### src/kvss_pkg.sv
// Package for the key/value stack search block: sizes, operation and status
// codes, controller states and the command/status bundles.
// No dependencies.
`default_nettype none

package kvss_pkg;

    localparam int DEPTH  = 64;
    localparam int ADDR_W = $clog2(DEPTH);
    localparam int CNT_W  = $clog2(DEPTH + 1);
    localparam int DATA_W = 32;
    localparam int OP_W   = 2;
    localparam int ST_W   = 2;

    typedef logic [OP_W-1:0] op_t;
    typedef logic [ST_W-1:0] status_t;

    localparam op_t OP_PUSH   = 2'd0;
    localparam op_t OP_POP    = 2'd1;
    localparam op_t OP_SEARCH = 2'd2;

    localparam status_t ST_OK    = 2'd0;
    localparam status_t ST_EMPTY = 2'd1;
    localparam status_t ST_FULL  = 2'd2;
    localparam status_t ST_MISS  = 2'd3;

    typedef enum logic [2:0] {
        S_IDLE,
        S_EXEC,
        S_POP_RD,
        S_SCAN,
        S_REPLY
    } state_t;

    typedef enum logic [2:0] {
        RES_OK_ZERO,
        RES_FULL,
        RES_EMPTY,
        RES_MISS,
        RES_RDATA
    } res_sel_t;

    typedef struct packed {
        logic     latch_in;
        logic     push_wr;
        logic     pop_dec;
        logic     rd_en;
        logic     rd_from_cnt;
        logic     ptr_load;
        logic     ptr_dec;
        logic     res_load;
        res_sel_t res_sel;
        logic     out_load;
    } cmd_t;

    typedef struct packed {
        op_t  op;
        logic empty;
        logic full;
        logic match;
        logic ptr_zero;
        logic out_free;
    } stat_t;

endpackage

`default_nettype wire

### src/kvss_ctrl.sv
// Controller of the key/value stack search block: sequences push, pop and
// the newest-first key scan. Depends on kvss_pkg.
`default_nettype none

module kvss_ctrl
    import kvss_pkg::*;
(
    input  wire logic  clk,
    input  wire logic  rst_n,
    input  wire logic  in_valid,
    output logic       in_ready,
    input  wire stat_t stat,
    output cmd_t       cmd
);

    state_t state_reg;
    state_t state_next;

    always_ff @(posedge clk or negedge rst_n)
    begin
        if (!rst_n)
            state_reg <= S_IDLE;
        else
            state_reg <= state_next;
    end

    always_comb
    begin
        state_next = state_reg;
        cmd        = '0;
        in_ready   = 1'b0;
        case (state_reg)
            S_IDLE:
            begin
                in_ready     = 1'b1;
                cmd.latch_in = in_valid;
                if (in_valid)
                    state_next = S_EXEC;
            end
            S_EXEC:
            begin
                cmd.res_load = 1'b1;
                state_next   = S_REPLY;
                case (stat.op)
                    OP_PUSH:
                    begin
                        if (stat.full)
                            cmd.res_sel = RES_FULL;
                        else
                        begin
                            cmd.res_sel = RES_OK_ZERO;
                            cmd.push_wr = 1'b1;
                        end
                    end
                    OP_POP:
                    begin
                        if (stat.empty)
                            cmd.res_sel = RES_EMPTY;
                        else
                        begin
                            // Read the top slot; result waits for the data.
                            cmd.res_load    = 1'b0;
                            cmd.pop_dec     = 1'b1;
                            cmd.rd_en       = 1'b1;
                            cmd.rd_from_cnt = 1'b1;
                            state_next      = S_POP_RD;
                        end
                    end
                    OP_SEARCH:
                    begin
                        if (stat.empty)
                            cmd.res_sel = RES_MISS;
                        else
                        begin
                            cmd.res_load    = 1'b0;
                            cmd.rd_en       = 1'b1;
                            cmd.rd_from_cnt = 1'b1;
                            cmd.ptr_load    = 1'b1;
                            state_next      = S_SCAN;
                        end
                    end
                    default:
                        cmd.res_sel = RES_OK_ZERO;
                endcase
            end
            S_POP_RD:
            begin
                cmd.res_load = 1'b1;
                cmd.res_sel  = RES_RDATA;
                state_next   = S_REPLY;
            end
            S_SCAN:
            begin
                // Compare the slot read last cycle; on a miss with older slots left, fetch the next older one.
                if (stat.match)
                begin
                    cmd.res_load = 1'b1;
                    cmd.res_sel  = RES_RDATA;
                    state_next   = S_REPLY;
                end
                else if (stat.ptr_zero)
                begin
                    cmd.res_load = 1'b1;
                    cmd.res_sel  = RES_MISS;
                    state_next   = S_REPLY;
                end
                else
                begin
                    cmd.rd_en   = 1'b1;
                    cmd.ptr_dec = 1'b1;
                end
            end
            S_REPLY:
            begin
                if (stat.out_free)
                begin
                    cmd.out_load = 1'b1;
                    state_next   = S_IDLE;
                end
            end
            default:
                state_next = S_IDLE;
        endcase
    end

endmodule

`default_nettype wire

### config.mk
export PLATFORM = sky130hd
export DESIGN_NAME = kvss_ctrl
export DESIGN_NICKNAME = d
export VERILOG_FILES = /design/src/kvss_pkg.sv /design/src/kvss_ctrl.sv
export SDC_FILE = /design/constraint.sdc
export NUM_CORES = 1
export LEC_CHECK = 0
export BUFFER_PORTS_ARGS = -buffer_cell sky130_fd_sc_hd__buf_2
export CAP_MARGIN = 15
export CORE_AREA = 2 2 39 41
export DETAILED_ROUTE_END_ITERATION = 12
export DIE_AREA = 0 0 41 43
export PLACE_DENSITY = 0.57
export SYNTH_ARGS = -nofsm -noshare
export SYNTH_HDL_FRONTEND = slang
export SYNTH_SLANG_ARGS = --single-unit
### constraint.sdc
create_clock -name clk -period 2.37 [get_ports clk]
set_clock_uncertainty 0.15 [all_clocks]
set_input_delay 0.474 -clock clk [delete_from_list [all_inputs] [get_ports clk]]
set_output_delay 0.474 -clock clk [all_outputs]
set_load 0.05 [all_outputs]
==> reports/qor.tcl, run 1 <==
set qor(outcome) {completed}
set qor(dieArea_um2) 1760
set qor(syn_nets) 60
set qor(multi_input_gate_area_um2) 267
set qor(grt_remaining_overflow) 0
set qor(synth.avg_cell_area_um2) 7.78
set qor(cp-end-kind) {output pin}
set qor(core-area_um2) 1380
set qor(category_of_the_most_critical_setup_path) {reg -> out}
set qor(worstSetupStartpointType) {flop}
set qor(yosysUniqueCellTypes) 25
set qor(netlist_instances) 46
set qor(insertion_delay_of_the_later_clocked_pin_in_the_worst_skew_pair_ns) 0.23
set qor(final_min_period_over_clock_period_pct) 96.9
set qor(fmaxAchievable_ghz) 0.435
set qor(route.final.wire_length_um) 891
set qor(port_buffers) 22
set qor(worst-slew-pin-transition_ns) 0.250
set qor(floorplan.die.width_um) 41
set qor(synth-seq-area-share_pct) 21.0
set qor(utilization_pct) 39.7
set qor(vias_per_cell) 4.36
set qor(number_of_global_route_vias_before_repair) 375
set qor(rsz0062_at_grt) {false}
set qor(fin_crit_ns) 2.30
set qor(synth.yosys.warnings) 0
set qor(antenna_found_initial) 0
set qor(tritoncts_clock_tree) {done}
set qor(count_of_nets_after_finishing) 88
set qor(slew_headroom_pct) 83.5
set qor(cp_data_required_time_ns) 1.75
set qor(finalSetupViolCount) 0
set qor(final_cell_mix) {18 x buf_2, 6 x inv_1, 4 x ha_1, 4 x clkbuf_4, 4 x buf_4}
set qor(area_growth_syn_to_layout_pct) 53.5
set qor(holdCritPathClass) {in -> reg}
set qor(grt_max_degree) 8
set qor(wire_length_of_the_first_global_routing_pass_um) 1520
set qor(global_route_usage_sum_pct) 11.8
set qor(ff_latch_area_um2) 76.3
set qor(largest_register_ff_count) 3
set qor(cts.sink_count) 3
set qor(place.detailed.hpwl_um) 729
set qor(p_leak_nw) 0.307
set qor(effective_utilization_at_floorplan_pct) 25.9
set qor(max-cap-violations) 0
set qor(fraction_of_final_layout_cells_sized_beyond_drive_strength_1_pct) 43.8
set qor(p_total_w) 0.000485
set qor(ioPinCount) 23
set qor(synth-seq-cells) 3
set qor(crit_fanout) 7
set qor(power-per-cell-area_nw_per_um2) 883
set qor(detail_route.first_pass.iterations) 2
set qor(drtAntennaViolNets) 0
set qor(nFillCells) 160
set qor(clockBufferDepth) 2
set qor(h_tree_level_count) 1
set qor(synthesis.area_um2) 358
set qor(vias) 388
set qor(finalHoldWorstSlack_ns) 0.357
set qor(mostFrequentLayoutCell) {buf_2}
set qor(cts_inserted_buffers) 3
set qor(clock_pin_slew_worst_setup_and_hold_paths_ns) 0.04
set qor(fp-row-count) 14
set qor(max-vdd-ir-drop_mv) 0.326
set qor(drt_iter0_markers) 3
set qor(die_height_um) 43
set qor(routedWlPerCell_um) 10.0
set qor(arrival_ns) 1.67
set qor(cts-root-buf) {clkbuf_4}
set qor(finalWeightedCongestion) 0.679
set qor(remaining_drc_errors) 0
set qor(drv_slew) 0
set qor(final_hold_viol_count) 0
set qor(antenna_cells) 0
## worst paths after layout
path,from,end,slack [ns],cells past startpoint
max in group asynchronous,rst_n,state_reg[0],1.53,2
setup / recovery,state_reg[2],cmd[7],0.07,4
setup reg to reg,state_reg[2],state_reg[1],0.90,3
hold reg to reg,state_reg[1],state_reg[0],0.46,2
hold / removal,stat[0],state_reg[2],0.36,2
min in group asynchronous,rst_n,state_reg[2],0.42,2
## cell type report
cell class | instances | share of cell area, %
clock buffers | 4 | 4.78
inverters | 6 | 4.10
well taps | 16 | 3.64
repair buffers | 24 | 25.1
flip-flops and latches | 3 | 13.9
multi-input cells | 36 | 48.5
## cell families after synthesis
group	share of synthesized area [%]
flip-flops	21.0
adder cells (fa/ha/maj)	14.0
AND/OR/NAND/NOR	35.3
AO/OA/AOI/OAI	22.0
buffers and inverters	7.69
## cells in the mapped netlist
| library cell | instances | share of area (%) |
|---|---|---|
| inv_1 | 6 | 6.3 |
| a21oi_1 | 1 | 1.4 |
| nand3b_1 | 1 | 2.1 |
| nor3b_1 | 3 | 6.3 |
| nor3_1 | 1 | 1.4 |
| o21ai_0 | 2 | 2.8 |
| nand2_1 | 3 | 3.1 |
| o31ai_1 | 3 | 6.3 |
| o21ai_2 | 1 | 2.4 |
| or2b_1 | 1 | 2.1 |
| buf_2 | 1 | 1.4 |
| and3_1 | 1 | 1.7 |
| or2_4 | 1 | 2.4 |
| or3_1 | 2 | 3.5 |
| ha_1 | 4 | 14 |
| nor2b_1 | 1 | 1.7 |
| a2bb2oi_1 | 1 | 2.4 |
| dfrtp_1 | 3 | 21 |
| o221ai_1 | 1 | 2.4 |
| nand2b_1 | 2 | 3.5 |
| or3b_1 | 1 | 2.4 |
| and2_1 | 1 | 1.7 |
| a21o_1 | 1 | 2.1 |
| nor2_1 | 3 | 3.1 |
| a22oi_1 | 1 | 2.1 |
## timing repair
item	in CTS	in global routing
resized for setup	2	7
setup buffers	0	0
hold buffers	1	0
endpoints found under the hold margin	3	0
pin swaps	0	0
endpoints found under the setup margin	2	4
## where the power goes
part / switching (W) / leakage (nW) / internal (W)
Sequential: 0.0000280 / 0.0384 / 0.0000677
Combinational: 0.000209 / 0.253 / 0.0000925
Clock: 0.0000247 / 0.0150 / 0.0000630
Total: 0.000262 / 0.307 / 0.000223
## critical path: stages, from the launching register on
cell and delay, ns:
dfrtp_1 0.45, or3b_4 0.44, or2_4 0.26, inv_1 0.05
buf_2 0.25
## per-stage QoR
stage               cells  TNS, ns  setup slack (ns)  cell area [um2]
detailed placement     84        0             0.128              494
global route           89        0            0.0121              549
global placement       84        0             0.137              494
finish                 89        0            0.0723              549
floorplan              46    -2.12            -0.385              362
CTS                    89        0            0.0127              536
## metal layers
metal  global-route usage [%]  wire length, um  up-vias
li1                         -                -      215
met1                     15.3              398      159
met5                        0                0        -
met4                     4.00                0        0
met3                     1.57               74        0
met2                     19.1              417       14
No activity file was read; power rests on OpenSTA's default activity.
==> run 2, diff against run 1 <==
- RECOVER_POWER: unset -> 25
==> run 2 against run 1 <==
Final cell count unchanged. Combinational power about the same. Flip-flop and latch count unchanged. Sequential power about the same. Register-to-register slack about the same. Largest cell class unchanged. Worst hold slack unchanged. Final area decreased by 0.23%. First-iteration DRC count unchanged. Setup slack about the same.
==> reports/qor.tcl, run 2 (same netlist as run 1, synthesis figures left out) <==
set qor(outcome) {completed}
set qor(dieArea_um2) 1760
set qor(arrival_ns) 1.67
set qor(cts-root-buf) {clkbuf_4}
set qor(wire_length_of_the_first_global_routing_pass_um) 1520
set qor(worstSetupStartpointType) {flop}
set qor(ioPinCount) 23
set qor(final_cell_mix) {17 x buf_2, 6 x inv_1, 4 x ha_1, 4 x clkbuf_4, 4 x buf_4}
set qor(rsz0062_at_grt) {false}
set qor(core-area_um2) 1380
set qor(finalWeightedCongestion) 0.679
set qor(count_of_nets_after_finishing) 88
set qor(effective_utilization_at_floorplan_pct) 25.9
set qor(drt_iter0_markers) 3
set qor(fraction_of_final_layout_cells_sized_beyond_drive_strength_1_pct) 42.5
set qor(max-vdd-ir-drop_mv) 0.326
set qor(port_buffers) 22
set qor(category_of_the_most_critical_setup_path) {reg -> out}
set qor(worst-slew-pin-transition_ns) 0.250
set qor(slew_headroom_pct) 83.5
set qor(finalSetupTns_ns) 0
set qor(finalHoldWorstSlack_ns) 0.357
set qor(critical_path_top_delay_cell) {dfrtp_1}
set qor(holdCritPathClass) {in -> reg}
set qor(area_growth_syn_to_layout_pct) 53.1
set qor(drv_slew) 0
set qor(tritoncts_clock_tree) {done}
set qor(grt_max_degree) 8
set qor(mostFrequentLayoutCell) {buf_2}
set qor(vias) 388
set qor(power-per-cell-area_nw_per_um2) 884
set qor(crit_fanout) 7
set qor(cp_data_required_time_ns) 1.75
set qor(placement.setup.worst_slack_ns) 0.128
set qor(largest_register_ff_count) 3
set qor(fin_crit_ns) 2.30
set qor(h_tree_level_count) 1
set qor(cp-end-kind) {output pin}
set qor(clockBufferDepth) 2
set qor(global_route_usage_sum_pct) 11.8
set qor(hold_depth) 2
set qor(die_height_um) 43
set qor(place.detailed.hpwl_um) 729
set qor(cts_inserted_buffers) 3
set qor(grt_remaining_overflow) 0
set qor(fp-row-count) 14
set qor(remaining_drc_errors) 0
set qor(finalWorstSetupSlack_ns) 0.0723
set qor(finalSetupViolCount) 0
set qor(floorplan.die.width_um) 41
set qor(crit_path_max_incr_delay_ns) 0.45
set qor(number_of_global_route_vias_before_repair) 375
set qor(routedWlPerCell_um) 9.99
set qor(vias_per_cell) 4.36
set qor(drtAntennaViolNets) 0
set qor(final_hold_viol_count) 0
set qor(cell_depth_of_the_worst_flop_to_flop_path) 3
set qor(antenna_found_initial) 0
set qor(p_leak_nw) 0.304
set qor(final_min_period_over_clock_period_pct) 96.9
set qor(insertion_delay_of_the_later_clocked_pin_in_the_worst_skew_pair_ns) 0.23
set qor(detail_route.first_pass.iterations) 2
set qor(clock_pin_slew_worst_setup_and_hold_paths_ns) 0.04
set qor(route.final.wire_length_um) 889
set qor(timing.critical_path.cells) {or3b_4 -> or2_4 -> inv_1 -> buf_2}
set qor(max-cap-violations) 0
set qor(antenna_cells) 0
set qor(cts.sink_count) 3
set qor(fmaxAchievable_ghz) 0.435
## run 2: routing by layer
layer	GRT usage, %	part of all wire [%]	vias to the layer above
li1	-	-	215
met1	15.3	45	159
met2	19.1	47	14
met3	1.57	8.3	0
met4	4.00	0	0
met5	0	0	-
## run 2: cell type report
cell class	instances	area [um2]
Clock buffer	4	26.3
Tap cell	16	20.0
Sequential cell	3	76.3
Timing Repair Buffer	24	136
Multi-Input combinational cell	36	267
Fill cell	161	836
Inverter	6	22.5
## run 2: final timing paths
kind / from / endpoint / slack (ns)
min: stat[0] / state_reg[2] / 0.36
max in group asynchronous: rst_n / state_reg[0] / 1.47
max: state_reg[2] / cmd[7] / 0.07
min reg2reg: state_reg[1] / state_reg[0] / 0.46
min in group asynchronous: rst_n / state_reg[2] / 0.43
max reg2reg: state_reg[2] / state_reg[1] / 0.90
## run 2: what timing repair did
item,in CTS,in global routing
hold buffers,1,0
endpoints found under the hold margin,3,0
gates resized for setup,2,7
buffers inserted,0,0
setup endpoints to repair,2,4
## run 2: through the flow
| stage | utilization, % | cell area (um2) | total power (W) | instances |
|---|---|---|---|---|
| floorplan | - | 362 | 0.000322 | 46 |
| CTS | 38.7 | 536 | 0.000489 | 89 |
| global placement | 35.7 | 494 | 0.000384 | 84 |
| finish | 39.6 | 548 | 0.000485 | 89 |
| detailed placement | 35.7 | 494 | 0.000386 | 84 |
| global route | 39.6 | 548 | 0.000516 | 89 |
## run 2: critical path, delay by kind of cell (launching register included)
kind / cells / cell delay [ns]
DFF: 1 / 0.45
and+or+nand+nor: 2 / 0.70
buffers and inverters: 2 / 0.30
## run 2: where the power goes
group          switching (W)  internal [W]
clock network      0.0000247     0.0000630
logic               0.000209     0.0000922
registers          0.0000280     0.0000677
==> run 3, diff against run 2 <==
==> constraint.sdc (replaced) <==
create_clock -name clk -period 2.37 [get_ports clk]
set_clock_uncertainty 0.15 [all_clocks]
set_input_delay 0.711 -clock clk [delete_from_list [all_inputs] [get_ports clk]]
set_output_delay 0.711 -clock clk [all_outputs]
set_load 0.05 [all_outputs]
==> run 3 against run 2 <==
The flow now finishes with violations (negative setup slack). Setup slack worse by 0.31 ns. Flip-flop and latch count did not move. Sequential power fell by 10%. First-iteration DRC count rose by 33%. Total power increased by 33%. Combinational power up 55%. Sequential share of layout area shrank 5.8 points. Register-to-register slack lost 0.14 ns. Clock power increased by 1%. Critical path type is now in -> out. Largest power group unchanged.
==> reports/qor.tcl, run 3 (same netlist as run 1, synthesis figures left out) <==
set qor(final_min_period_over_clock_period_pct) 110
set qor(p_leak_nw) 0.424
set qor(max-vdd-ir-drop_mv) 0.434
set qor(grt_remaining_overflow) 0
set qor(post_cts_hold_buffer_count) 0
set qor(ioPinCount) 23
set qor(mostFrequentLayoutCell) {buf_4}
set qor(antenna_found_initial) 0
set qor(clock_pin_slew_worst_setup_and_hold_paths_ns) 0.04
set qor(max-cap-violations) 0
set qor(route.final.wire_length_um) 1220
set qor(category_of_the_most_critical_setup_path) {in -> out}
set qor(seqPwrFrac_pct) 13.4
set qor(remaining_drc_errors) 0
set qor(count_of_nets_after_finishing) 106
set qor(effective_utilization_at_floorplan_pct) 25.9
set qor(finalSetupTns_ns) -1.30
set qor(rsz0062_at_grt) {true}
set qor(die_height_um) 43
set qor(switching_share_pct) 49.6
set qor(cell_depth_of_the_worst_flop_to_flop_path) 4
set qor(arrival_ns) 1.75
set qor(cts-root-buf) {clkbuf_4}
set qor(drtAntennaViolNets) 0
set qor(finalWorstSetupSlack_ns) -0.240
set qor(cp-startpoint) {stat[2]}
set qor(postPlaceCellArea_um2) 769
set qor(vias_per_cell) 4.66
set qor(p_sw_w) 0.000319
set qor(cts.sink_count) 3
set qor(p_total_w) 0.000643
set qor(share_clk_of_total_power_pct) 13.8
set qor(cts_inserted_buffers) 3
set qor(tritoncts_clock_tree) {done}
set qor(area_growth_syn_to_layout_pct) 157
set qor(outcome) {finished, violations left}
set qor(global_route_usage_sum_pct) 17.3
set qor(floorplan.die.width_um) 41
set qor(number_of_global_route_vias_before_repair) 513
set qor(drv_slew) 0
set qor(ff2ff_setup_slack_ns) 0.76
set qor(antenna_cells) 0
set qor(fmaxAchievable_ghz) 0.383
set qor(core-area_um2) 1380
set qor(regToRegEndpoint) {state_reg[0]}
set qor(fraction_of_final_layout_cells_sized_beyond_drive_strength_1_pct) 72.5
set qor(detail_route.first_pass.iterations) 4
set qor(fp-row-count) 14
set qor(h_tree_level_count) 1
set qor(worst-slew-pin-transition_ns) 0.249
set qor(fin_crit_ns) 2.61
set qor(final_hold_viol_count) 0
set qor(slew_headroom_pct) 83.5
set qor(cp-end-kind) {output pin}
set qor(grt_max_degree) 7
set qor(utilization_pct) 66.5
set qor(fin_area_um2) 920
set qor(holdCritPathClass) {in -> async}
set qor(worstSetupStartpointType) {input pin}
set qor(clockBufferDepth) 2
set qor(cp_data_required_time_ns) 1.51
set qor(port_buffers) 22
set qor(violations_in_the_final_reports) {negative setup slack}
set qor(finalWeightedCongestion) 0.633
set qor(finalSetupViolCount) 9
set qor(vias) 499
set qor(crit_fanout) 5
set qor(drt_iter0_markers) 4
set qor(power-per-cell-area_nw_per_um2) 699
set qor(routedWlPerCell_um) 11.4
set qor(largest_register_ff_count) 3
set qor(internal-power_w) 0.000324
set qor(wire_length_of_the_first_global_routing_pass_um) 2080
set qor(insertion_delay_of_the_later_clocked_pin_in_the_worst_skew_pair_ns) 0.23
set qor(place.detailed.hpwl_um) 1000
set qor(final_cell_mix) {19 x buf_4, 9 x buf_2, 8 x buf_6}
set qor(dieArea_um2) 1760
set qor(reg2reg_from) {state_reg[0]}
set qor(combPwrFrac_pct) 72.8
set qor(crit_path_end) {cmd[1]}
run 3: timing repair:
item	CTS	global route
buffers inserted	2	0
gates resized for setup	32	0
pin swaps	3	2
setup endpoints to repair	9	9
run 3: worst min path at each step:
stage          start      endpoint  slack [ns]
3_5_place_dp   rst_n  state_reg[0]        0.36
2_1_floorplan  rst_n  state_reg[0]        0.27
5_1_grt        rst_n  state_reg[0]        0.14
3_3_place_gp   rst_n  state_reg[0]        0.35
4_1_cts        rst_n  state_reg[0]        0.11
6_report       rst_n  state_reg[0]        0.13
run 3: per-stage QoR:
step	cells	setup slack [ns]	hold WS (ns)
final	107	-0.240	0.127
after global routing	107	-0.264	0.138
after CTS	107	-0.245	0.114
after detailed placement	101	-0.405	0.359
after global placement	101	-0.363	0.355
after floorplan	46	-0.146	0.265
run 3: cell type report:
| class | instances | area, um2 |
|---|---|---|
| Sequential cell | 3 | 75.1 |
| Inverter | 6 | 47.5 |
| Multi-Input combinational cell | 36 | 389 |
| Tap cell | 16 | 20.0 |
| Timing Repair Buffer | 42 | 362 |
| Fill cell | 121 | 464 |
| Clock buffer | 4 | 26.3 |
run 3: power groups by stage:
stage	clock, W	sequential [W]	combinational (W)
floorplan	0	0.0000912	0.000281
global placement	0	0.0000858	0.000412
detailed placement	0	0.0000867	0.000419
CTS	0.0000907	0.0000863	0.000471
global route	0.0000921	0.0000883	0.000500
finish	0.0000889	0.0000860	0.000468
run 3: metal layers:
layer | GRT usage [%] | part of all wire (%) | vias to the layer above
li1 | - | - | 251
met4 | 8.00 | 1.4 | 0
met3 | 1.57 | 4.8 | 2
met2 | 33.1 | 58 | 17
met1 | 16.6 | 35 | 229
met5 | 0 | 0 | -
run 3: worst max-delay path, cell delays in order:
cell,delay [ns]
buf_6,0.09
or2b_1,0.26
or3_4,0.42
o31ai_4,0.08
buf_6,0.19
